## src/sv/hob_pkg.sv

```systemverilog
// ----------------------------------------------------------------------------
// hob_pkg
// Shared types, register codes, reset values and the colormap for the
// heatmap overlay blend block.
// ----------------------------------------------------------------------------
package hob_pkg;

  // default number of grid cells held in the intensity store
  localparam int unsigned GRID_CELLS_DEF = 1024;
  // width of a cell address carried through the queue (covers up to 4096 cells)
  localparam int unsigned IDX_W = 12;
  // depth of the queue between front and back
  localparam int unsigned QDEPTH = 2;

  // configuration register indexes
  typedef enum logic [2:0] {
    CFG_FRAME_WIDTH = 3'd0,
    CFG_CELL_WIDTH  = 3'd1,
    CFG_CELL_HEIGHT = 3'd2,
    CFG_GRID_WIDTH  = 3'd3,
    CFG_GRID_HEIGHT = 3'd4,
    CFG_LEVEL_FLOOR = 3'd5,
    CFG_RANGE_SCALE = 3'd6,
    CFG_ALPHA       = 3'd7
  } hob_cfg_idx_e;

  // item kinds
  typedef enum logic {
    REQ_LOAD  = 1'b0,
    REQ_PIXEL = 1'b1
  } hob_req_e;

  // reset values of the registers
  localparam logic [11:0] RST_FRAME_WIDTH = 12'd320;
  localparam logic [7:0]  RST_CELL_WIDTH  = 8'd20;
  localparam logic [7:0]  RST_CELL_HEIGHT = 8'd20;
  localparam logic [5:0]  RST_GRID_WIDTH  = 6'd16;
  localparam logic [5:0]  RST_GRID_HEIGHT = 6'd12;
  localparam logic [31:0] RST_LEVEL_FLOOR = 32'd0;
  localparam logic [4:0]  RST_RANGE_SCALE = 5'd8;
  localparam logic [8:0]  RST_ALPHA       = 9'd128;

  // full alpha weight
  localparam logic [8:0] ALPHA_FULL = 9'd256;

  typedef struct packed {
    logic [11:0]        frame_width;
    logic [7:0]         cell_width;
    logic [7:0]         cell_height;
    logic [5:0]         grid_width;
    logic [5:0]         grid_height;
    logic signed [31:0] level_floor;
    logic [4:0]         range_scale;
    logic [8:0]         alpha;
  } hob_cfg_t;

  // one queue entry: a classified load or pixel item
  typedef struct packed {
    hob_req_e         kind;
    logic             ok;     // load in range, or pixel in a stored grid cell
    logic [IDX_W-1:0] addr;
    logic [31:0]      data;
    logic [15:0]      pixel;
  } hob_qent_t;

  typedef struct packed {
    logic [5:0] r;
    logic [5:0] g;
    logic [4:0] b;
  } hob_rgb_t;

  // blue-green-red colormap of an 8-bit level
  function automatic hob_rgb_t hob_colormap(input logic [7:0] n);
    hob_rgb_t c;
    logic [7:0] t;
    c = '0;
    if (n > 8'd127) begin
      t   = n - 8'd127;
      c.r = 6'(t >> 2);
      t   = 8'd255 - n;
      c.g = 6'(t >> 1);
      c.b = 5'd0;
    end else begin
      c.r = 6'd0;
      c.g = 6'(n >> 1);
      t   = 8'd127 - n;
      c.b = 5'(t >> 2);
    end
    return c;
  endfunction

endpackage

```

## src/sv/hob_queue.sv

```systemverilog
// ----------------------------------------------------------------------------
// hob_queue
// Short queue between front and back so each side can stall on its own.
// ----------------------------------------------------------------------------
module hob_queue (
  input  logic               clk_i,
  input  logic               rst_ni,
  input  logic               push_i,
  input  hob_pkg::hob_qent_t push_ent_i,
  output logic               full_o,
  input  logic               pop_i,
  output logic               empty_o,
  output hob_pkg::hob_qent_t head_o
);
  import hob_pkg::*;

  localparam int unsigned PW = (QDEPTH > 1) ? $clog2(QDEPTH) : 1;
  localparam int unsigned CW = $clog2(QDEPTH + 1);

  hob_qent_t       mem_q [QDEPTH];
  logic [PW-1:0]   wr_q, rd_q;
  logic [CW-1:0]   cnt_q, cnt_d;

  assign full_o  = (cnt_q == CW'(QDEPTH));
  assign empty_o = (cnt_q == '0);
  assign head_o  = mem_q[rd_q];

  // fill level
  always_comb begin
    cnt_d = cnt_q;
    if (push_i && !pop_i) begin
      cnt_d = cnt_q + CW'(1);
    end else if (pop_i && !push_i) begin
      cnt_d = cnt_q - CW'(1);
    end
  end

  // pointers and count
  always_ff @(posedge clk_i or negedge rst_ni) begin
    if (!rst_ni) begin
      wr_q  <= '0;
      rd_q  <= '0;
      cnt_q <= '0;
    end else begin
      cnt_q <= cnt_d;
      if (push_i) begin
        wr_q <= (wr_q == PW'(QDEPTH - 1)) ? '0 : wr_q + PW'(1);
      end
      if (pop_i) begin
        rd_q <= (rd_q == PW'(QDEPTH - 1)) ? '0 : rd_q + PW'(1);
      end
    end
  end

  // entry storage
  always_ff @(posedge clk_i) begin
    if (push_i) begin
      mem_q[wr_q] <= push_ent_i;
    end
  end

`ifndef SYNTHESIS
  a_no_overflow: assert property (@(posedge clk_i) disable iff (!rst_ni)
    push_i && !pop_i |-> cnt_q != CW'(QDEPTH))
    else $error("queue pushed while full");
  a_no_underflow: assert property (@(posedge clk_i) disable iff (!rst_ni)
    pop_i |-> cnt_q != '0)
    else $error("queue popped while empty");
  a_count_step: assert property (@(posedge clk_i) disable iff (!rst_ni)
    push_i && !pop_i |=> cnt_q == $past(cnt_q) + CW'(1))
    else $error("queue count did not follow push");
`endif

endmodule

```

## config.mk

```make
export PLATFORM = sky130hd
export DESIGN_NAME = hob_queue
export DESIGN_NICKNAME = d
export VERILOG_FILES = /design/src/sv/hob_pkg.sv /design/src/sv/hob_queue.sv
export SDC_FILE = /design/constraint.sdc
export NUM_CORES = 1
export LEC_CHECK = 0
export BUFFER_PORTS_ARGS = -buffer_cell sky130_fd_sc_hd__buf_4
export CAP_MARGIN = 20
export CORE_UTILIZATION = 50
export CTS_CLUSTER_SIZE = 30
export DETAILED_ROUTE_END_ITERATION = 10
export HOLD_SLACK_MARGIN = 0.02
export PLACE_DENSITY = 0.76
export SLEW_MARGIN = 0
export SYNTH_ARGS = -nofsm -noshare
export SYNTH_HDL_FRONTEND = slang
export SYNTH_SLANG_ARGS = --single-unit
```

## constraint.sdc

```tcl
create_clock -name clk_i -period 4.1 [get_ports clk_i]
set_clock_uncertainty 0.1 [all_clocks]
set_input_delay 0.615 -clock clk_i [delete_from_list [all_inputs] [get_ports clk_i]]
set_output_delay 0.615 -clock clk_i [all_outputs]
set_load 0.02 [all_outputs]
```

==> results of run 1 <==
==> routing by layer <==
metal / share of wire / routed length (microns) / global-route usage
met1: 0.43 / 3360 / 0.188
met2: 0.50 / 3910 / 0.261
met3: 0.066 / 521 / 0.0552
met4: 0.011 / 86 / 0.0870
met5: 0 / 0 / 0
==> worst max path at each step <==
stage	end	slack, ns	from	cells after the start
4_1_cts	head_o[42]	1.14	rd_q	3
6_report	head_o[42]	1.19	rd_q	3
3_3_place_gp	head_o[42]	1.69	rd_q	3
5_1_grt	head_o[42]	1.08	rd_q	3
3_5_place_dp	head_o[42]	1.68	rd_q	3
2_1_floorplan	mem_q[0][0]	0.17	push_i	1
==> logic make-up (layout without fill, tap and decap cells) <==
group | Yosys count | count (layout) | synth area share
XOR/XNOR | 5 | 5 | 0.00883
AND/OR/NAND/NOR | 5 | 5 | 0.00530
buffers and inverters | 8 | 167 | 0.0272
flip-flops | 128 | 128 | 0.771
adder cells (fa/ha/maj) | 1 | 1 | 0.00252
multiplexers | 62 | 62 | 0.185
==> per-stage QoR <==
stage	utilization	cell area [sq um]	power [W]	hold WS, ns	worst slack [ns]
after floorplan	-	4960	0.00308	0.219	0.166
after global placement	0.640	6030	0.00354	0.312	1.69
after detailed placement	0.640	6030	0.00357	0.314	1.68
after CTS	0.708	6670	0.00516	0.168	1.14
after global routing	0.708	6670	0.00530	0.164	1.08
final	0.708	6670	0.00509	0.194	1.19
==> power groups by stage <==
stage	combinational, W	clock (W)	sequential, W
after floorplan	0.00125	0	0.00184
after global placement	0.00163	0	0.00191
after detailed placement	0.00164	0	0.00193
after CTS	0.00165	0.00161	0.00190
after global routing	0.00171	0.00166	0.00192
final	0.00162	0.00158	0.00189
==> sequential cells by signal, summed over array words and instances (netlist names) <==
name   flops
wr_q       1
mem_q    124
rd_q       1
cnt_q      2
==> placed cells by master (no fill, tap or decap), types with 2 or more instances in the layout <==
master / n
buf_12: 2
buf_4: 131
bufinv_16: 5
clkbuf_16: 16
clkinv_1: 2
clkinv_4: 2
clkinvlp_4: 2
dfrtp_1: 3
edfxtp_1: 124
inv_6: 2
mux2_2: 3
mux2_4: 59
nor2_1: 2
xor2_1: 4
==> final cells by class <==
type	count	area (sq um)	share of cell area
clock buffers	18	418	0.0627
clock inverters	14	213	0.0319
inverters	1	3.75	0.000563
multi-input cells	73	1010	0.152
flip-flops and latches	128	3830	0.574
well taps	129	161	0.0242
repair buffers	134	1030	0.155
==> timing repair <==
| item | in CTS | in global routing |
|---|---|---|
| gates resized for setup | 0 | 0 |
| hold buffers | 1 | 0 |
| buffers inserted | 0 | 0 |
| hold endpoints to repair | 4 | 0 |
==> impl_metrics.tcl, run 1 <==
set metrics [dict create \
    fin_cells 497 \
    dp_cells 464 \
    path_delay_family "flip-flops" \
    synth_commonest_cells "edfxtp_1 (124), mux2_4 (59), buf_12 (6)" \
    power.internal_w 0.00364 \
    synth_seq_cells 128 \
    r2r_end "mem_q[0][35]" \
    p_clk_frac 0.310 \
    path_class "flop to primary output" \
    grt_overflow 0 \
    grt_max_degree 35 \
    num_vias 2364 \
    rows 35 \
    rsz0062_at_grt "false" \
    start_kind "flop" \
    maxSlewHeadroom 0.345 \
    grt_use_total 0.161 \
    drc 0 \
    syn2layout_area_growth_pct 34.4 \
    io_pins 130 \
    cp_data_arrival_time_ns 2.19 \
    fp.dieW_microns 102 \
    ant_nets 0 \
    synth_edf_count 124 \
    async_flop_share 0.0313 \
    cts-htree-levels 4 \
    p_per_area_nw_per_um2 763 \
    final.period_utilization 0.709 \
    worstHoldPathCells 1 \
    clk_latency_ns 0.50 \
    finalSetupViolations 0 \
    avgSynthCellArea_sq_um 23.7 \
    cts.sinks 128 \
    slew_viol_final 0 \
    dieArea_sq_um 10300 \
    critPathMaxFanout 34 \
    switching_share 0.286 \
    finalNetCount 422 \
    worstPathRequired_ns 3.38 \
    synthCells 209 \
    ys_warn_count 0 \
    ys_seq_area_frac 0.771 \
    r2r_start "wr_q" \
    synth_area_leaders "edfxtp_1 (75%), mux2_4 (18%), buf_12 (2.4%)" \
    io_buffers 129 \
    synth_area_sq_um 4960 \
    n_fill_cell 577 \
    antenna_cells 0 \
    worst_pin_slew_ns 0.980 \
    ff2ff_setup_slack_ns 2.16 \
    first_global_vias 2476 \
    hold_path_end "mem_q[0][33]" \
    min_path_type "input pin to flop" \
    comb_power_share 0.318 \
    clockBufferDepth 2 \
    hold_violations 0 \
    synth.net_count 276 \
    synth_top_area_share 0.751 \
    peakVddDrop_uv 506 \
    place_congestion 0.691 \
    synth_ff_type "edfxtp_1" \
    end_kind "primary output" \
    power.static_leakage_nw 2.71 \
    cts_tree "yes" \
    post_drt_wl_per_cell_microns 15.8 \
    start_util 0.527 \
    min_period_ns 2.91 \
    grt_antenna_before_repair 0 \
    path_clk_slew_ns 0.06 \
    core_area_sq_um 9420 \
    worst_path_max_delay_cell "dfrtp_4" \
    max-cap-violations 0 \
    synth_top_area_cell "edfxtp_1" \
    wl_microns 7870 \
    status "finished, final reports clean" \
    cts_buffers 17 \
    grt_pass1_wl_microns 11800 \
    routed_via_density 4.76 \
    cts-root-buf "clkbuf_8" \
    synth_cell_types 13 \
    max_freq_mhz 344 \
    first_iter_violations 90 \
    die_h_microns 102 \
    holdCritStartpoint "push_ent_i[33]" \
    critPathBufInv 2 \
    p_switching_w 0.00145 \
    seq_power_share 0.372 \
    cpPeakStageDelay_ns 0.80 \
    crit_path_cell_trace "buf_12, mux2_2, buf_4" \
    synth.most_common_cell "edfxtp_1" \
    dr.pass1.iters 4 \
    drive_above_1_share 0.617 \
    reg2reg_depth 2 \
    fin_setup_tns_ns 0 \
]
Note: power is estimated with default switching activity, not from simulation.
==> run 2, diff against run 1 <==
Settings changed: ABC_AREA set to 1.
Clock period 4.1 ns to 2.7 ns, I/O delays scaled along.
==> run 2 against run 1 <==
Non-clock buffer count increased by 66. Clock power up 34%. Via count up 14%. Critical path type unchanged. First-iteration DRC count down 22%. Core utilization up 4.0 points. Cell count grew 16%. Highest routed layer unchanged. Die area rose by 0.39%. Flip-flop and latch count unchanged.
==> impl_metrics.tcl, run 2 <==
set metrics [dict create \
    first_global_vias 2856 \
    worst_pin_slew_ns 0.516 \
    peakVddDrop_uv 525 \
    power.static_leakage_nw 2.98 \
    drc 0 \
    start_kind "flop" \
    cp_data_arrival_time_ns 2.06 \
    avgSynthCellArea_sq_um 22.8 \
    postCtsSetupRepairBufs 0 \
    synth_compound_area_frac 0 \
    clk_latency_ns 0.50 \
    synth_fa_ha_area_frac 0.00251 \
    synth.net_count 285 \
    synth_edf_count 124 \
    cts-htree-levels 4 \
    p_per_area_nw_per_um2 1040 \
    cts_buffers 17 \
    grt_overflow 0 \
    rows 36 \
    worst_path_max_delay_cell "dfrtp_4" \
    io_pins 130 \
    rsz0062_at_grt "false" \
    max_freq_mhz 390 \
    grt_use_total 0.191 \
    synth-simple-area-share 0.00829 \
    num_vias 2686 \
    synth_area_leaders "edfxtp_1 (75%), mux2_4 (18%), buf_12 (2.4%)" \
    die_h_microns 102 \
    syn2layout_area_growth_pct 46.1 \
    final.period_utilization 0.949 \
    clockBufferDepth 2 \
    dp_hpwl_microns 5380 \
    hold_violations 0 \
    finalSetupViolations 0 \
    status "finished, final reports clean" \
    reg2reg_depth 3 \
    end_kind "primary output" \
    synth_ff_type "edfxtp_1" \
    ff2ff_setup_slack_ns 1.15 \
    routed_via_density 4.66 \
    hold_slack_ns 0.146 \
    synth_seq_cells 128 \
    fin_util 0.748 \
    crit_path_cell_trace "buf_4, mux2_4, buf_4" \
    synthXorXnorAreaFrac 0.00528 \
    antenna_cells 0 \
    synth_top_area_cell "edfxtp_1" \
    r2r_end "mem_q[1][53]" \
    grt_pass1_wl_microns 14000 \
    cts.sinks 128 \
    synth_commonest_cells "edfxtp_1 (124), mux2_4 (59), inv_1 (7)" \
    synth_top_family_by_area "multiplexers" \
    critPathBufInv 2 \
    path_class "flop to primary output" \
    critPathMaxFanout 24 \
    start_util 0.512 \
    synthMuxAreaShare 0.185 \
    fin_setup_tns_ns 0 \
    dieArea_sq_um 10400 \
    ys_seq_area_frac 0.768 \
    grt_max_degree 41 \
    wl_microns 9410 \
    maxSlewHeadroom 0.656 \
    cpMostUsedCell "buf_4" \
    first_iter_violations 70 \
    finalNetCount 497 \
    core_area_sq_um 9730 \
    grt_antenna_before_repair 0 \
    place_congestion 0.663 \
    min_period_ns 2.56 \
    drive_above_1_share 0.519 \
    synth.most_common_cell "edfxtp_1" \
    cts-root-buf "clkbuf_8" \
    fp.dieW_microns 102 \
    final_common_cell "buf_4" \
    cts_tree "yes" \
    cpPeakStageDelay_ns 0.71 \
    async_flop_share 0.0313 \
    ys_warn_count 0 \
    synth_area_sq_um 4980 \
    r2r_start "wr_q" \
    synthCells 218 \
    post_drt_wl_per_cell_microns 16.3 \
    top_regs "mem_q: 124 flops, cnt_q: 2 flops" \
    min_path_type "input pin to asynchronous set/reset pin" \
    final_cell_mix "buf_4 (133), edfxtp_1 (124), dlygate4sd3_1 (65), mux2_4 (59), clkbuf_16 (16)" \
    ant_nets 0 \
    largest-register "mem_q" \
    path_clk_slew_ns 0.06 \
    slew_viol_final 0 \
    synth_cell_types 14 \
    path_delay_family "flip-flops" \
    largest_reg_flops 124 \
    synth_top_area_share 0.748 \
    io_buffers 129 \
    ctsHoldBuffers 65 \
    cts_resized 0 \
    max-cap-violations 0 \
    dr.pass1.iters 6 \
    worstPathRequired_ns 2.19 \
]
==> run 2: metrics by stage <==
step,cell area [sq um],setup WS [ns],total power (W),instances
CTS,7280,0.0994,0.00763,576
detailed placement,6070,0.651,0.00544,479
floorplan,4980,0.143,0.00468,218
global placement,6070,0.684,0.00539,479
global route,7280,0.0456,0.00790,576
finish,7280,0.139,0.00759,576
==> run 2: metal layers <==
| metal | vias to the layer above | GRT usage | wire [microns] |
|---|---|---|---|
| li1 | 1272 | - | - |
| met1 | 1325 | 0.195 | 3550 |
| met2 | 81 | 0.349 | 5250 |
| met3 | 8 | 0.0698 | 482 |
| met4 | 0 | 0.0879 | 123 |
| met5 | - | 0 | 0 |
==> run 2: worst max-delay path by stage <==
| stage | cells after the start | from | to |
|---|---|---|---|
| after detailed placement | 3 | rd_q | head_o[59] |
| after global placement | 3 | rd_q | head_o[35] |
| final | 3 | rd_q | head_o[11] |
| after CTS | 3 | rd_q | head_o[11] |
| after global routing | 3 | rd_q | head_o[11] |
| after floorplan | 2 | push_i | mem_q[0][0] |
==> run 2: power breakdown <==
group          internal [W]  leakage (nW)  total [W]  switching (W)
registers           0.00264          1.21    0.00286       0.000211
clock network       0.00130         0.269    0.00211       0.000810
logic               0.00135          1.50    0.00262        0.00127
==> run 2: cell type report <==
| type | count | area, sq um |
|---|---|---|
| Clock buffer | 17 | 414 |
| Clock inverter | 15 | 145 |
| Fill cell | 587 | 2450 |
| Inverter | 7 | 26.3 |
| Multi-Input combinational cell | 76 | 1010 |
| Sequential cell | 128 | 3830 |
| Tap cell | 133 | 166 |
| Timing Repair Buffer | 200 | 1690 |
==> run 2: kinds of logic after synthesis <==
| group | after synthesis |
|---|---|
| adders and majority gates | 1 |
| xor gates and xnor gates | 3 |
| muxes | 62 |
| and+or+nand+nor | 10 |
| DFF | 128 |
| buffers and inverters | 14 |
