==> src/sv/hob_pkg.sv <==
// ----------------------------------------------------------------------------
// hob_pkg
// Shared types, register codes, reset values and the colormap for the
// heatmap overlay blend block.
// ----------------------------------------------------------------------------
package hob_pkg;

  // default number of grid cells held in the intensity store
  localparam int unsigned GRID_CELLS_DEF = 1024;
  // width of a cell address carried through the queue (covers up to 4096 cells)
  localparam int unsigned IDX_W = 12;
  // depth of the queue between front and back
  localparam int unsigned QDEPTH = 2;

  // configuration register indexes
  typedef enum logic [2:0] {
    CFG_FRAME_WIDTH = 3'd0,
    CFG_CELL_WIDTH  = 3'd1,
    CFG_CELL_HEIGHT = 3'd2,
    CFG_GRID_WIDTH  = 3'd3,
    CFG_GRID_HEIGHT = 3'd4,
    CFG_LEVEL_FLOOR = 3'd5,
    CFG_RANGE_SCALE = 3'd6,
    CFG_ALPHA       = 3'd7
  } hob_cfg_idx_e;

  // item kinds
  typedef enum logic {
    REQ_LOAD  = 1'b0,
    REQ_PIXEL = 1'b1
  } hob_req_e;

  // reset values of the registers
  localparam logic [11:0] RST_FRAME_WIDTH = 12'd320;
  localparam logic [7:0]  RST_CELL_WIDTH  = 8'd20;
  localparam logic [7:0]  RST_CELL_HEIGHT = 8'd20;
  localparam logic [5:0]  RST_GRID_WIDTH  = 6'd16;
  localparam logic [5:0]  RST_GRID_HEIGHT = 6'd12;
  localparam logic [31:0] RST_LEVEL_FLOOR = 32'd0;
  localparam logic [4:0]  RST_RANGE_SCALE = 5'd8;
  localparam logic [8:0]  RST_ALPHA       = 9'd128;

  // full alpha weight
  localparam logic [8:0] ALPHA_FULL = 9'd256;

  typedef struct packed {
    logic [11:0]        frame_width;
    logic [7:0]         cell_width;
    logic [7:0]         cell_height;
    logic [5:0]         grid_width;
    logic [5:0]         grid_height;
    logic signed [31:0] level_floor;
    logic [4:0]         range_scale;
    logic [8:0]         alpha;
  } hob_cfg_t;

  // one queue entry: a classified load or pixel item
  typedef struct packed {
    hob_req_e         kind;
    logic             ok;     // load in range, or pixel in a stored grid cell
    logic [IDX_W-1:0] addr;
    logic [31:0]      data;
    logic [15:0]      pixel;
  } hob_qent_t;

  typedef struct packed {
    logic [5:0] r;
    logic [5:0] g;
    logic [4:0] b;
  } hob_rgb_t;

  // blue-green-red colormap of an 8-bit level
  function automatic hob_rgb_t hob_colormap(input logic [7:0] n);
    hob_rgb_t c;
    logic [7:0] t;
    c = '0;
    if (n > 8'd127) begin
      t   = n - 8'd127;
      c.r = 6'(t >> 2);
      t   = 8'd255 - n;
      c.g = 6'(t >> 1);
      c.b = 5'd0;
    end else begin
      c.r = 6'd0;
      c.g = 6'(n >> 1);
      t   = 8'd127 - n;
      c.b = 5'(t >> 2);
    end
    return c;
  endfunction

endpackage

==> src/sv/hob_front.sv <==
// ----------------------------------------------------------------------------
// hob_front
// Accepts items, keeps the raster counters and classifies each item into
// a queue entry (load address check, pixel cell lookup).
// ----------------------------------------------------------------------------
module hob_front #(
  parameter int unsigned GRID_CELLS = hob_pkg::GRID_CELLS_DEF
) (
  input  logic                clk_i,
  input  logic                rst_ni,
  input  hob_pkg::hob_cfg_t   cfg_i,
  input  logic                accept_i,
  input  logic                req_type_i,
  input  logic [9:0]          cell_index_i,
  input  logic signed [31:0]  intensity_i,
  input  logic [15:0]         pixel_i,
  input  logic                frame_start_i,
  output hob_pkg::hob_qent_t  ent_o
);
  import hob_pkg::*;

  localparam logic [12:0] CELLS13 = 13'(GRID_CELLS);

  logic [11:0] col_q, col_d, row_q, row_d;
  logic [5:0]  cc_q, cc_d, cr_q, cr_d;
  logic [7:0]  ox_q, ox_d, oy_q, oy_d;

  logic [11:0] cur_col, cur_row;
  logic [5:0]  cur_cc, cur_cr;
  logic [7:0]  cur_ox, cur_oy;
  logic [11:0] row_prod;
  logic [12:0] grid_idx;
  logic        in_grid;
  logic        is_pix;

  function automatic logic [5:0] sat_inc6(input logic [5:0] v);
    return (v == 6'h3F) ? v : v + 6'd1;
  endfunction

  assign is_pix = (req_type_i == REQ_PIXEL);

  // counters as seen by this pixel, and their next values
  always_comb begin
    cur_col = frame_start_i ? '0 : col_q;
    cur_row = frame_start_i ? '0 : row_q;
    cur_cc  = frame_start_i ? '0 : cc_q;
    cur_cr  = frame_start_i ? '0 : cr_q;
    cur_ox  = frame_start_i ? '0 : ox_q;
    cur_oy  = frame_start_i ? '0 : oy_q;

    col_d = cur_col;
    row_d = cur_row;
    cc_d  = cur_cc;
    cr_d  = cur_cr;
    ox_d  = cur_ox;
    oy_d  = cur_oy;
    if (({1'b0, cur_col} + 13'd1) >= {1'b0, cfg_i.frame_width}) begin
      col_d = '0;
      ox_d  = '0;
      cc_d  = '0;
      row_d = cur_row + 12'd1;
      if (({1'b0, cur_oy} + 9'd1) >= {1'b0, cfg_i.cell_height}) begin
        oy_d = '0;
        cr_d = sat_inc6(cur_cr);
      end else begin
        oy_d = cur_oy + 8'd1;
      end
    end else begin
      col_d = cur_col + 12'd1;
      if (({1'b0, cur_ox} + 9'd1) >= {1'b0, cfg_i.cell_width}) begin
        ox_d = '0;
        cc_d = sat_inc6(cur_cc);
      end else begin
        ox_d = cur_ox + 8'd1;
      end
    end
  end

  // row-major cell index of the current pixel
  always_comb begin
    row_prod = {6'd0, cur_cr} * {6'd0, cfg_i.grid_width};
    grid_idx = {1'b0, row_prod} + {7'd0, cur_cc};
    in_grid  = (cur_cc < cfg_i.grid_width) && (cur_cr < cfg_i.grid_height);
  end

  // queue entry
  always_comb begin
    ent_o.kind  = is_pix ? REQ_PIXEL : REQ_LOAD;
    ent_o.data  = intensity_i;
    ent_o.pixel = pixel_i;
    if (is_pix) begin
      ent_o.ok   = in_grid && (grid_idx < CELLS13);
      ent_o.addr = grid_idx[IDX_W-1:0];
    end else begin
      ent_o.ok   = ({3'd0, cell_index_i} < CELLS13);
      ent_o.addr = IDX_W'(cell_index_i);
    end
  end

  // raster counters advance on pixel items only
  always_ff @(posedge clk_i or negedge rst_ni) begin
    if (!rst_ni) begin
      col_q <= '0;
      row_q <= '0;
      cc_q  <= '0;
      cr_q  <= '0;
      ox_q  <= '0;
      oy_q  <= '0;
    end else if (accept_i && is_pix) begin
      col_q <= col_d;
      row_q <= row_d;
      cc_q  <= cc_d;
      cr_q  <= cr_d;
      ox_q  <= ox_d;
      oy_q  <= oy_d;
    end
  end

endmodule

==> config.mk <==
export PLATFORM = sky130hd
export DESIGN_NAME = hob_front
export DESIGN_NICKNAME = d
export VERILOG_FILES = /design/src/sv/hob_pkg.sv /design/src/sv/hob_front.sv
export SDC_FILE = /design/constraint.sdc
export NUM_CORES = 1
export LEC_CHECK = 0
export BUFFER_PORTS_ARGS = -buffer_cell sky130_fd_sc_hd__buf_4
export CORE_AREA = 2 2 103 105
export DETAILED_ROUTE_END_ITERATION = 12
export DIE_AREA = 0 0 105 107
export PLACE_DENSITY = 0.95
export SYNTH_ARGS = -nofsm -noshare
export SYNTH_HDL_FRONTEND = slang
export SYNTH_SLANG_ARGS = --single-unit
==> constraint.sdc <==
create_clock -name clk_i -period 7.4 [get_ports clk_i]
set_input_delay 0 -clock clk_i [delete_from_list [all_inputs] [get_ports clk_i]]
set_output_delay 0 -clock clk_i [all_outputs]
set_load 0.02 [all_outputs]
==> results of run 1 <==
power by group through the flow:
stage               sequential [mW]  clock, mW  combinational (mW)
finish                        0.237      0.140               0.122
global route                  0.239      0.153               0.136
CTS                           0.237      0.142               0.123
detailed placement            0.241          0               0.122
global placement              0.240          0               0.117
floorplan                     0.238          0               0.110
cell usage after synthesis (3+ instances only):
library cell / instances / area share [%]
sky130_fd_sc_hd__ha_1: 77 / 18
sky130_fd_sc_hd__o31ai_1: 6 / 0.83
sky130_fd_sc_hd__buf_1: 3 / 0.21
sky130_fd_sc_hd__nor3_1: 10 / 0.92
sky130_fd_sc_hd__fa_1: 20 / 7.4
sky130_fd_sc_hd__nand2_1: 63 / 4.3
sky130_fd_sc_hd__mux2_2: 7 / 1.4
sky130_fd_sc_hd__dfrtp_1: 40 / 18
sky130_fd_sc_hd__o21a_1: 3 / 0.41
sky130_fd_sc_hd__nand4_1: 8 / 0.92
sky130_fd_sc_hd__mux2i_1: 5 / 0.92
sky130_fd_sc_hd__nand3_1: 32 / 2.9
sky130_fd_sc_hd__clkbuf_1: 13 / 0.90
sky130_fd_sc_hd__nor2b_1: 20 / 2.3
sky130_fd_sc_hd__a21o_1: 7 / 0.97
sky130_fd_sc_hd__o21ai_0: 30 / 2.8
sky130_fd_sc_hd__and3_1: 7 / 0.80
sky130_fd_sc_hd__xor2_1: 16 / 2.6
sky130_fd_sc_hd__buf_2: 3 / 0.28
sky130_fd_sc_hd__inv_1: 69 / 4.8
sky130_fd_sc_hd__buf_4: 51 / 7.0
sky130_fd_sc_hd__nor2_1: 24 / 1.7
sky130_fd_sc_hd__and2_1: 28 / 3.2
sky130_fd_sc_hd__a31oi_1: 6 / 0.69
sky130_fd_sc_hd__o21bai_1: 5 / 0.69
sky130_fd_sc_hd__nand2b_1: 5 / 0.57
sky130_fd_sc_hd__a21oi_1: 23 / 2.1
sky130_fd_sc_hd__a22o_1: 15 / 2.4
sky130_fd_sc_hd__xnor2_1: 15 / 2.4
final cells by class:
| class | count | area [um^2] | share of cell area, % |
|---|---|---|---|
| clock buffers | 6 | 72.6 | 1.26 |
| clock inverters | 1 | 5.00 | 0.0869 |
| inverters | 69 | 259 | 4.50 |
| multi-input cells | 474 | 3720 | 64.7 |
| flip-flops and latches | 40 | 1000 | 17.4 |
| well taps | 136 | 170 | 2.95 |
| repair buffers | 70 | 528 | 9.17 |
worst max-delay path: cells and delay by family, from the launching register on:
kind            cells  cell delay, ns
simple gates        3            0.76
flops               1            0.41
compound gates      5            1.11
fa+ha+maj           5            2.45
buf+inv             4            0.36
flip-flops by register name, summed over array words and instances, names as in the netlist:
register and count:
col_q 12, ox_q 8, oy_q 8, cc_q 6
cr_q 6
how the worst max path moves through the flow:
stage	to	slack, ns	cells after the start
after CTS	ent_o[60]	1.98	17
final	ent_o[60]	1.99	17
after global placement	ent_o[60]	2.37	17
after global routing	ent_o[60]	1.66	17
after floorplan	ent_o[60]	2.39	20
after detailed placement	ent_o[60]	2.31	17
cells by family (layout without fill, tap and decap cells):
logic type,after synthesis,after routing
buffers and inverters,139,146
multiplexers,12,12
AND/OR/NAND/NOR,212,212
AO/OA/AOI/OAI,122,122
flip-flops,40,40
adder cells (fa/ha/maj),97,97
XOR/XNOR,31,31
through the flow:
step | util [%] | power (mW) | worst slack [ns] | instance area, um^2 | std cells
after floorplan | - | 0.348 | 2.39 | 5440 | 653
after global placement | 56.2 | 0.357 | 2.37 | 5670 | 788
after detailed placement | 56.2 | 0.363 | 2.31 | 5670 | 788
after CTS | 57.1 | 0.502 | 1.98 | 5760 | 796
after global routing | 57.1 | 0.527 | 1.66 | 5760 | 796
final | 57.1 | 0.499 | 1.99 | 5760 | 796
layer usage:
layer	GRT usage (%)	share of wire, %	vias up
met5	0	0	-
met4	6.00	0.97	0
met3	4.62	6.1	13
met2	35.0	50	157
met1	25.6	43	2100
li1	-	-	2203
==> impl_results.md, run 1 <==
* Run status: finished clean
* Post-synth design cell area at 5440 um^2
* H-tree depth reported by CTS at 2
* Share of synthesized area spent on multiplexers at 2.37%
* Reg clk slew, reported paths at 0.08 ns
* Final setup viols at 0
* Number of top-level pins at 211
* CP most frequent cell: sky130_fd_sc_hd__fa_1
* X dimension of the die at 105 um
* Reg-to-Reg Start: col_q[0]
* Number of cells on the worst reg-to-reg path at 11
* Critical path's slowest cell: sky130_fd_sc_hd__fa_1
* Number of post-CTS setup repair buffers at 0
* Sink count of the clock tree at 40
* IO buf count at 68
* Wire length of the first global-routing pass at 19.2 mm
* Warnings from Yosys at 0
* Clk_lat worst skew at 0.29 ns
* Area delta synth->final at 5.84%
* Initial Utilization at 53.9%
* Seq/Total Area, Yosys at 18.4%
* Post-synthesis xor/xnor area fraction at 4.99%
* Data required time at the worst endpoint at 7.40 ns
* Area of the die at 11,200 um^2
* Avg Inst Size Synth at 8.33 um^2
* Overall die height at 107 um
* Hold slack at 0.00000560 ns
* Seq cells post-synth at 40
* Part of the power in registers at 47.5%
* Final-layout fill cell count at 899
* GR Overflow Total at 0
* Startpoint class of the critical path: flop
* Worst setup EP type: output pin
* First-pass DRT Iterations at 5
* R2r endpoint: ox_q[5]
* Minimum period implied by the final worst setup slack at 5.41 ns
* Cell-by-cell listing of the critical path: nor2b_1 > nand2_1 > fa_1 > fa_1 > inv_1 > fa_1 > inv_1 > fa_1 > inv_1 > ha_1 > o21ai_0 > nand2b_1 > a31oi_1 > o21ai_0 > o31a_1 > o41ai_1 > buf_4
* Post_cts resized at 0
* Commonest non-fill, non-tap cell in the layout: sky130_fd_sc_hd__ha_1
* Static Leakage at 3.07 nW
* Largest incremental delay on the critical path at 0.54 ns
* Peak clock frequency supported by timing at 185 MHz
* Vias post-DR at 4,473
* Reg2Reg Setup Slack at 3.94 ns
* Combinational group share of total power at 24.4%
* Aggregate routed wire length at 11.0 mm
* Final cycle utilization of the critical path at 73.1%
* Routed wirelength normalized by instance count at 13.9 um
* Worst slew margin at 49.4%
* Share of async-settable or async-resettable flops after synthesis at 100%
* Internal power component at 0.348 mW
* Worst setup path startpoint: cr_q[0]
* Remaining design rule violation count at 0
* Instance count along the most critical hold path at 0
* Synthesized instance count at 653
* Setup repair after global routing missed its margin: false
* HPWL after detailed placement at 8.58 mm
* DRC marker count from the first detailed-route iteration at 317
* Cell Pwr Density at 86.7 nW/um^2
* Arrival @ worst endpoint at 5.41 ns
* GR Util All Layers at 20.3%
* Vias in the first global route at 4,456
* IR Drop Worst-Case VDD at 0.0810 mV
* Critical Path Fanout Max at 9
* Diodes inserted at 0
* Core Area at 10,100 um^2
* Antenna violations before repair at 0
* Drt via density at 5.62
* Clock root cell: sky130_fd_sc_hd__clkbuf_8
* Post-route setup TNS at 0 ns
* Residual antenna-violating net count after detailed routing at 0
* Synthesized-area fraction occupied by adder cells at 25.1%
* Slew at the pin closest to its max-slew limit at 0.759 ns
* Final weighted congestion in routability-driven placement at 0.839
* Net count of the finished layout at 906
* Count of flip-flops with a built-in enable after synthesis at 0
* Kind of critical path: flop to output pin
* Most frequent cells in the layout: sky130_fd_sc_hd__ha_1 (77), sky130_fd_sc_hd__inv_1 (69), sky130_fd_sc_hd__buf_4 (69)
* Path type of the worst min-delay path: input pin to output pin
* Final Slew Violations at 0
* Clk pwr share at 28.1%
* Largest family of logic cells by synthesized area: adder cells
* Net Sw Frac at 30.3%
* Post-synthesis share of cell area spent on and, or, nand and nor gates at 20.3%
* End point of the worst hold path: ent_o[13]
* Switching power at 0.151 mW
* Skew final at 0.00405 ns
* Number of unique standard cell types used by synthesis at 65
* Clock tree from TritonCTS: built
* Launch instance of the worst min-delay path: pixel_i[13]
* Hold buffers post-CTS at 1
* Max-cap check violation count at 0
* Post-synthesis compound-gate area fraction at 15.7%
* Maximum number of pins on one net before global-route repair at 49
* Inserted Clock Buffers at 5
* Layout cell share with drive strength beyond 1 at 14.5%
* Final hold vios at 0
* Max Buffers Root-to-Sink at 2
* Site Rows at 37
* Most frequently used flop master after synthesis: sky130_fd_sc_hd__dfrtp_1
* Syn Nets at 899
No activity file was read; power rests on OpenSTA's default activity.
==> run 2, diff against run 1 <==
Settings changed: ABC_AREA from default to 1, CORE_AREA 2 2 103 105 to 2 2 108 110, DIE_AREA 0 0 105 107 to 0 0 110 112, PLACE_DENSITY 0.95 to 0.92.
Clock period 7.4 ns to 5 ns, I/O delays scaled along.
==> run 2 against run 1 <==
Effect of this change:
- sequential share of layout area down 1.1 points
- core utilization down 2.0 points
- count of clock-buffer cells in the layout unchanged
- global-route usage up 1.7 points
- critical path depth up 4
- combinational power up 65%
- flip-flop and latch count unchanged
- non-clock buffer count up 3
==> impl_results.md, run 2 <==
* Routed wirelength normalized by instance count at 13.1 um (was 13.9 um)
* Data required time at the worst endpoint at 5.00 ns (was 7.40 ns)
* Overall die height at 112 um (was 107 um)
* Kind of critical path: flop to output pin (unchanged)
* Final setup viols at 0 (unchanged)
* GR Util All Layers at 22.1% (was 20.3%)
* Cell type contributing the most total cell area after synthesis: sky130_fd_sc_hd__dfrtp_1 (unchanged)
* Inserted Clock Buffers at 5 (unchanged)
* Post-route setup TNS at 0 ns (unchanged)
* Largest family of logic cells by synthesized area: simple AND/OR/NAND/NOR gates (was adder cells)
* Max-cap check violation count at 0 (unchanged)
* IO buf count at 68 (unchanged)
* Number of unique standard cell types used by synthesis at 41 (was 65)
* Final cycle utilization of the critical path at 94.2%
* Run status: finished clean (unchanged)
* Area delta synth->final at 7.81% (was 5.84%)
* Most common library cells after synthesis: sky130_fd_sc_hd__nand2_1 (185), sky130_fd_sc_hd__inv_1 (136), sky130_fd_sc_hd__nor2_1 (85) (was sky130_fd_sc_hd__ha_1 (77), sky130_fd_sc_hd__inv_1 (69), sky130_fd_sc_hd__nand2_1 (63))
* Area of the die at 12,300 um^2 (was 11,200 um^2)
* GR Overflow Total at 0 (unchanged)
* Post-synthesis share of cell area spent on and, or, nand and nor gates at 28.6% (was 20.3%)
* Skew final at 0.00419 ns (was 0.00405 ns)
* Syn Nets at 1,058 (was 899)
* Arrival @ worst endpoint at 4.71 ns (was 5.41 ns)
* Sink count of the clock tree at 40 (unchanged)
* Layout cell share with drive strength beyond 1 at 14.2% (was 14.5%)
* Wire length of the first global-routing pass at 22.4 mm (was 19.2 mm)
* X dimension of the die at 110 um (was 105 um)
* Path type of the worst min-delay path: input pin to output pin (unchanged)
* Share of synthesized area spent on multiplexers at 0% (was 2.37%)
* HPWL after detailed placement at 9.99 mm (was 8.58 mm)
* Cell Pwr Density at 139 nW/um^2 (was 86.7 nW/um^2)
* Seq cells post-synth at 40 (unchanged)
* Final worst setup slack at 0.291 ns (was 1.99 ns)
* Avg Inst Size Synth at 7.03 um^2 (was 8.33 um^2)
* Post-placement worst setup slack at 0.491 ns (was 2.31 ns)
* Seq/Total Area, Yosys at 17.5% (was 18.4%)
* Top register by number of flip-flops: col_q (unchanged)
* Clock root cell: sky130_fd_sc_hd__clkbuf_16 (was sky130_fd_sc_hd__clkbuf_8)
* Core Area at 11,200 um^2 (was 10,100 um^2)
* Post-synthesis xor/xnor area fraction at 5.07% (was 4.99%)
* Residual antenna-violating net count after detailed routing at 0 (unchanged)
* Clock tree from TritonCTS: built (unchanged)
* Net count of the finished layout at 1,078 (was 906)
* R2r endpoint: oy_q[4] (was ox_q[5])
* Number of cells on the worst reg-to-reg path at 17 (was 11)
* DRC marker count from the first detailed-route iteration at 300 (was 317)
* Non-filler cells in the finished layout at 975 (was 796)
* Site Rows at 39 (was 37)
* Commonest non-fill, non-tap cell in the layout: sky130_fd_sc_hd__nand2_1 (was sky130_fd_sc_hd__ha_1)
* Synth area leaders: sky130_fd_sc_hd__dfrtp_1 (18%), sky130_fd_sc_hd__ha_1 (17%), sky130_fd_sc_hd__nand2_1 (12%), sky130_fd_sc_hd__inv_1 (8.9%), sky130_fd_sc_hd__fa_1 (7.0%) (was sky130_fd_sc_hd__dfrtp_1 (18%), sky130_fd_sc_hd__ha_1 (18%), sky130_fd_sc_hd__fa_1 (7.4%), sky130_fd_sc_hd__buf_4 (7.0%), sky130_fd_sc_hd__inv_1 (4.8%))
* Setup repair after global routing missed its margin: false (unchanged)
* Minimum period implied by the final worst setup slack at 4.71 ns
* Share of async-settable or async-resettable flops after synthesis at 100% (unchanged)
* Synthesized instance count at 812 (was 653)
* Remaining design rule violation count at 0 (unchanged)
* Count of flip-flops with a built-in enable after synthesis at 0 (unchanged)
* Post-synthesis compound-gate area fraction at 8.00% (was 15.7%)
* Area share of the leading cell type in the synthesized netlist at 17.5% (was 18.4%)
* Startpoint class of the critical path: flop (unchanged)
* Post-synth design cell area at 5710 um^2 (was 5440 um^2)
* Final hold vios at 0 (unchanged)
* Number of top-level pins at 211 (unchanged)
* Peak clock frequency supported by timing at 212 MHz
* Diodes inserted at 0 (unchanged)
* IR Drop Worst-Case VDD at 0.109 mV (was 0.0810 mV)
* Initial Utilization at 51.1% (was 53.9%)
* Most frequently used flop master after synthesis: sky130_fd_sc_hd__dfrtp_1 (unchanged)
* Antenna violations before repair at 0 (unchanged)
* Most frequent cells in the layout: sky130_fd_sc_hd__nand2_1 (185), sky130_fd_sc_hd__inv_1 (134), sky130_fd_sc_hd__nor2_1 (82) (was sky130_fd_sc_hd__ha_1 (77), sky130_fd_sc_hd__inv_1 (69), sky130_fd_sc_hd__buf_4 (69))
* Max Buffers Root-to-Sink at 2 (unchanged)
* Warnings from Yosys at 0 (unchanged)
* Number of flip-flops under the largest register name at 12 (unchanged)
* Leading cell type by number of instances after synthesis: sky130_fd_sc_hd__nand2_1 (was sky130_fd_sc_hd__ha_1)
* Drt via density at 5.30 (was 5.62)
* Vias in the first global route at 5,209 (was 4,456)
* Clk_lat worst skew at 0.29 ns (about the same)
* Maximum number of pins on one net before global-route repair at 41 (was 49)
* Slew at the pin closest to its max-slew limit at 0.524 ns (was 0.759 ns)
* Final weighted congestion in routability-driven placement at 0.932 (was 0.839)
* Launch instance of the worst min-delay path: intensity_i[27] (was pixel_i[13])
* Final Slew Violations at 0 (unchanged)
* Reg clk slew, reported paths at 0.06 ns (was 0.08 ns)
* Largest registers: col_q x12, ox_q x8, oy_q x8 (unchanged)
* Worst setup EP type: output pin (unchanged)
* Worst slew margin at 65.0% (was 49.4%)
* Critical Path Fanout Max at 5 (was 9)
* End point of the worst hold path: ent_o[43] (was ent_o[13])
* Aggregate routed wire length at 12.8 mm (was 11.0 mm)
* First-pass DRT Iterations at 7 (was 5)
* Static Leakage at 3.56 nW (was 3.07 nW)
* Reg2Reg Setup Slack at 1.61 ns (was 3.94 ns)
* Total Power Consumption at 0.858 mW (was 0.499 mW)
* Instance count along the most critical hold path at 0 (unchanged)
* Total instance count after detailed placement at 966 (was 788)
* Reg-to-Reg Start: col_q[0] (unchanged)
* Synthesized-area fraction occupied by adder cells at 23.9% (was 25.1%)
* Vias post-DR at 5,167 (was 4,473)
* H-tree depth reported by CTS at 2 (unchanged)
[run 2: cell types whose count changed in the layout (fill, tap and decap cells not counted), moves of 8 or more]
cell / previous run / this run
sky130_fd_sc_hd__nor2b_1: 20 / 0
sky130_fd_sc_hd__inv_1: 69 / 134
sky130_fd_sc_hd__o21ai_1: 2 / 14
sky130_fd_sc_hd__nor2_2: 0 / 9
sky130_fd_sc_hd__nand3_1: 32 / 40
sky130_fd_sc_hd__and2_1: 28 / 0
sky130_fd_sc_hd__xor2_1: 16 / 26
sky130_fd_sc_hd__nor2_1: 24 / 82
sky130_fd_sc_hd__xnor2_1: 15 / 7
sky130_fd_sc_hd__nand2_1: 63 / 185
sky130_fd_sc_hd__o21ai_0: 30 / 21
sky130_fd_sc_hd__a22o_1: 15 / 0
[run 2: worst max-delay path: stages (launching register included)]
cell,delay [ns]
sky130_fd_sc_hd__dfrtp_1,0.40
sky130_fd_sc_hd__inv_1,0.06
sky130_fd_sc_hd__nor2_1,0.07
sky130_fd_sc_hd__inv_2,0.13
sky130_fd_sc_hd__nor2_1,0.07
sky130_fd_sc_hd__fa_1,0.54
sky130_fd_sc_hd__inv_1,0.05
sky130_fd_sc_hd__fa_1,0.48
sky130_fd_sc_hd__inv_1,0.07
sky130_fd_sc_hd__fa_1,0.53
sky130_fd_sc_hd__inv_1,0.05
sky130_fd_sc_hd__fa_1,0.50
sky130_fd_sc_hd__inv_1,0.04
sky130_fd_sc_hd__ha_2,0.36
sky130_fd_sc_hd__nand2_1,0.11
sky130_fd_sc_hd__o21ai_1,0.18
sky130_fd_sc_hd__nand2_1,0.07
sky130_fd_sc_hd__nand3_1,0.08
sky130_fd_sc_hd__xor2_1,0.19
sky130_fd_sc_hd__nand3_1,0.08
sky130_fd_sc_hd__o21ai_0,0.18
sky130_fd_sc_hd__buf_4,0.17
[run 2: worst max-delay path by stage]
| stage | startpoint | endpoint | cells after the start |
|---|---|---|---|
| floorplan | frame_start_i | ent_o[60] | 20 |
| global placement | cr_q[3] | ent_o[60] | 21 |
| detailed placement | cr_q[3] | ent_o[60] | 21 |
| CTS | cr_q[3] | ent_o[60] | 21 |
| global route | cr_q[5] | ent_o[60] | 21 |
| finish | cr_q[3] | ent_o[60] | 21 |
[run 2: final cells by class]
type / count / area [um^2]
Clock buffer: 6 / 129
Clock inverter: 1 / 5.00
Fill cell: 978 / 5020
Inverter: 141 / 532
Multi-Input combinational cell: 571 / 3750
Sequential cell: 40 / 1000
Tap cell: 143 / 179
Timing Repair Buffer: 73 / 551
[run 2: through the flow]
| step | cell area [um^2] | utilization, % | hold WS (ns) |
|---|---|---|---|
| CTS | 6130 | 54.9 | 0.000137 |
| floorplan | 5710 | - | -0.296 |
| global placement | 5990 | 53.6 | 0.000137 |
| finish | 6150 | 55.0 | 0.00000723 |
| global route | 6150 | 55.0 | 0.0000292 |
| detailed placement | 5990 | 53.6 | 0.000137 |
[run 2: kinds of logic (layout without fill, tap and decap cells)]
kind of cell	count (synthesis)	after routing
compound gates	81	81
simple gates	360	360
fa+ha+maj	97	97
flops	40	40
buf+inv	201	221
xor+xnor	33	33
[run 2: layer usage]
layer | up-vias | routed length [um] | track usage (%) | share of wire, %
met1 | 2383 | 5250 | 27.5 | 41
met3 | 30 | 729 | 2.34 | 5.7
met5 | - | 0 | 0 | 0
met4 | 0 | 304 | 8.35 | 2.4
met2 | 198 | 6480 | 38.7 | 51
li1 | 2556 | - | - | -
[run 2: timing repair]
item / 4_1_cts / 5_1_grt
gates resized for setup: 0 / 8
endpoints found under the hold margin: 40 / 0
hold buffers: 1 / 0
buffers inserted: 0 / 1
setup endpoints to repair: 0 / 2
[run 2: power breakdown]
part	internal (mW)	total (mW)	switching [mW]
clock	0.181	0.309	0.127
sequential	0.339	0.348	0.00933
combinational	0.0817	0.201	0.119
total	0.602	0.858	0.256
==> run 3, diff against run 2 <==
Settings changed: ABC_AREA 1 to 0, CAP_MARGIN from default to 0, CORE_AREA 2 2 108 110 to 2 2 113 115, DIE_AREA 0 0 110 112 to 0 0 115 117, PLACE_DENSITY 0.92 to 0.83.
==> run 3 against run 2 <==
Effect of this change:
- flip-flop and latch count did not move
- first-iteration DRC count fell by 25%
- final area shrank 2.5%
- routed wire length shrank 10%
- sequential power about the same
- die area grew 9.2%
- non-clock buffer count is 8 higher
- sequential share of layout area is 0.43 points higher
- largest power group unchanged
- combinational power is 9% lower
==> impl_results.md, run 3 (synthesized netlist as in run 1, its figures left out) <==
* Final cycle utilization of the critical path at 96.4% (was 94.2%)
* Vias in the first global route at 4,363 (was 5,209)
* Cell Pwr Density at 143 nW/um^2 (was 139 nW/um^2)
* Top register by number of flip-flops: col_q (unchanged)
* Critical Path Fanout Max at 4 (was 5)
* Reg clk slew, reported paths at 0.06 ns (about the same)
* Sink count of the clock tree at 40 (unchanged)
* Core Area at 12,300 um^2 (was 11,200 um^2)
* Antenna violations before repair at 0 (unchanged)
* Vias post-DR at 4,491 (was 5,167)
* H-tree depth reported by CTS at 2 (unchanged)
* Final std cell area, no fill at 6000 um^2 (was 6150 um^2)
* Wire length of the first global-routing pass at 19.8 mm (was 22.4 mm)
* Minimum period implied by the final worst setup slack at 4.82 ns (was 4.71 ns)
* Residual antenna-violating net count after detailed routing at 0 (unchanged)
* Launch instance of the worst min-delay path: intensity_i[7] (was intensity_i[27])
* IR Drop Worst-Case VDD at 0.0975 mV (was 0.109 mV)
* Clock tree from TritonCTS: built (unchanged)
* Inserted Clock Buffers at 5 (unchanged)
* Largest incremental delay on the critical path at 0.53 ns (was 0.54 ns)
* Commonest non-fill, non-tap cell in the layout: sky130_fd_sc_hd__buf_4 (was sky130_fd_sc_hd__nand2_1)
* Worst setup path startpoint: cr_q[3] (unchanged)
* Worst slew margin at 51.6% (was 65.0%)
* Slew at the pin closest to its max-slew limit at 0.727 ns (was 0.524 ns)
* Area of the die at 13,500 um^2 (was 12,300 um^2)
* IO buf count at 68 (unchanged)
* Largest registers: col_q x12, ox_q x8, oy_q x8 (unchanged)
* Static Leakage at 3.17 nW (was 3.56 nW)
* Path type of the worst min-delay path: input pin to output pin (unchanged)
* Layout cell share with drive strength beyond 1 at 17.7% (was 14.2%)
* Max Buffers Root-to-Sink at 2 (unchanged)
* Clk_lat worst skew at 0.28 ns (was 0.29 ns)
* Met2 wire length at 5.53 mm (was 6.48 mm)
* GR Overflow Total at 0 (unchanged)
* Drt via density at 5.46 (was 5.30)
* Reg-to-Reg Start: col_q[0] (unchanged)
* End-of-flow core utilization at 48.7% (was 55.0%)
* X dimension of the die at 115 um (was 110 um)
* Arrival @ worst endpoint at 4.82 ns (was 4.71 ns)
* First-pass DRT Iterations at 5 (was 7)
* Kind of critical path: flop to output pin (unchanged)
* Peak clock frequency supported by timing at 208 MHz (was 212 MHz)
* Skew final at 0.00305 ns (was 0.00419 ns)
* Post-route setup TNS at 0 ns (unchanged)
* Run status: finished clean (unchanged)
* Total instance count after detailed placement at 810 (was 966)
* Aggregate routed wire length at 11.5 mm (was 12.8 mm)
* Final hold vios at 0 (unchanged)
* Site Rows at 41 (was 39)
* Startpoint class of the critical path: flop (unchanged)
* Clock root cell: sky130_fd_sc_hd__clkbuf_16 (unchanged)
* Data required time at the worst endpoint at 5.00 ns (about the same)
* Placed cell areas at 5760 um^2 (was 5990 um^2)
* Max-cap check violation count at 0 (unchanged)
* Number of flip-flops under the largest register name at 12 (unchanged)
* Final setup viols at 0 (unchanged)
* HPWL after detailed placement at 8.88 mm (was 9.99 mm)
* GR Util All Layers at 17.9% (was 22.1%)
* Non-filler cells in the finished layout at 822 (was 975)
* Critical path's slowest cell: sky130_fd_sc_hd__fa_1 (unchanged)
* Wl on met1 at 5.30 mm (was 5.25 mm)
* Remaining design rule violation count at 0 (unchanged)
* Diodes inserted at 0 (unchanged)
* DRC marker count from the first detailed-route iteration at 224 (was 300)
* Routed wirelength normalized by instance count at 14.0 um (was 13.1 um)
* Wire length on met3 at 539 um (was 729 um)
* Cell-by-cell listing of the critical path: nor2b_1 > and2_1 > fa_1 > inv_1 > fa_1 > inv_1 > fa_1 > inv_1 > fa_1 > inv_1 > ha_4 > o21ai_1 > nand2b_1 > a31oi_2 > buf_4 > o31a_1 > o41ai_2 > buf_4 (was inv_1 > nor2_1 > inv_2 > nor2_1 > fa_1 > inv_1 > fa_1 > inv_1 > fa_1 > inv_1 > fa_1 > inv_1 > ha_2 > nand2_1 > o21ai_1 > nand2_1 > nand3_1 > xor2_1 > nand3_1 > o21ai_0 > buf_4)
* Net count of the finished layout at 917 (was 1,078)
* Worst setup EP type: output pin (unchanged)
* Overall die height at 117 um (was 112 um)
* Final-layout fill cell count at 1,167 (was 978)
* Most frequent cells in the layout: sky130_fd_sc_hd__buf_4 (80), sky130_fd_sc_hd__ha_1 (75), sky130_fd_sc_hd__inv_1 (67) (was sky130_fd_sc_hd__nand2_1 (185), sky130_fd_sc_hd__inv_1 (134), sky130_fd_sc_hd__nor2_1 (82))
* Total Power Consumption at 0.855 mW (was 0.858 mW)
* Final weighted congestion in routability-driven placement at 0.816 (was 0.932)
* Final Slew Violations at 0 (unchanged)
* Area delta synth->final at 10.2% (was 7.81%)
* Highest routed layer: met4 (unchanged)
* Number of top-level pins at 211 (unchanged)
* Initial Utilization at 44.2% (was 51.1%)
* Maximum number of pins on one net before global-route repair at 41 (unchanged)
-- run 3: changes by cell type in the layout (fill, tap and decap cells not counted), sizes merged, moves of 10 or more --
| cell | before | now |
|---|---|---|
| inv | 141 | 69 |
| nand2 | 189 | 63 |
| nor2b | 0 | 21 |
| xor2 | 26 | 16 |
| nand3 | 45 | 35 |
| a22o | 0 | 15 |
| and2 | 0 | 28 |
| nor2 | 97 | 24 |
-- run 3: path summary, 6_finish.rpt --
check / endpoint / slack (ns) / cells after the start
worst max register to register: cc_q[5] / 1.55 / 12
worst max-delay path: ent_o[60] / 0.18 / 18
worst min-delay path: ent_o[23] / 0.000008 / 0
worst min register to register: col_q[0] / 0.50 / 2
max in group asynchronous: cr_q[5] / 4.38 / 2
min in group asynchronous: oy_q[7] / 0.24 / 2
-- run 3: area by class of cell --
type | count | area, um^2 | area share (%)
multi-input combinational | 474 | 3790 | 63.2
sequential | 40 | 1000 | 16.7
timing repair buffer | 81 | 611 | 10.2
inverter | 69 | 259 | 4.32
tap | 150 | 188 | 3.13
clock buffer | 8 | 146 | 2.44
-- run 3: power breakdown --
| part | switching (mW) | leakage (nW) | internal (mW) |
|---|---|---|---|
| logic | 0.0973 | 2.56 | 0.0846 |
| clock network | 0.124 | 0.0712 | 0.199 |
| registers | 0.0138 | 0.536 | 0.337 |
| total | 0.235 | 3.17 | 0.621 |
-- run 3: critical path, delay by kind of cell, from the launching register on --
kind / cells / cell delay (ns)
AO/OA/AOI/OAI: 4 / 0.78
adder cells (fa/ha/maj): 5 / 2.33
buffers and inverters: 6 / 0.58
flip-flops: 1 / 0.40
AND/OR/NAND/NOR: 3 / 0.45
-- run 3: layer usage --
metal  track usage (%)  vias to the layer above
met3              2.99                       10
met1              23.5                     2136
met2              30.7                      112
li1                  -                     2233
met5                 0                        -
met4              4.58                        0
-- run 3: what timing repair did --
item / CTS / global route
endpoints found under the hold margin: 40 / 0
hold buffers: 1 / 0
resized for setup: 0 / 14
buffers inserted: 0 / 3
setup endpoints to repair: 0 / 4
-- run 3: through the flow --
stage          hold slack [ns]  worst slack (ns)
2_1_floorplan           -0.296             0.241
3_3_place_gp          0.000137             0.413
3_5_place_dp          0.000137             0.395
4_1_cts               0.000137            0.0503
5_1_grt              0.0000293           -0.0348
6_report            0.00000774             0.181
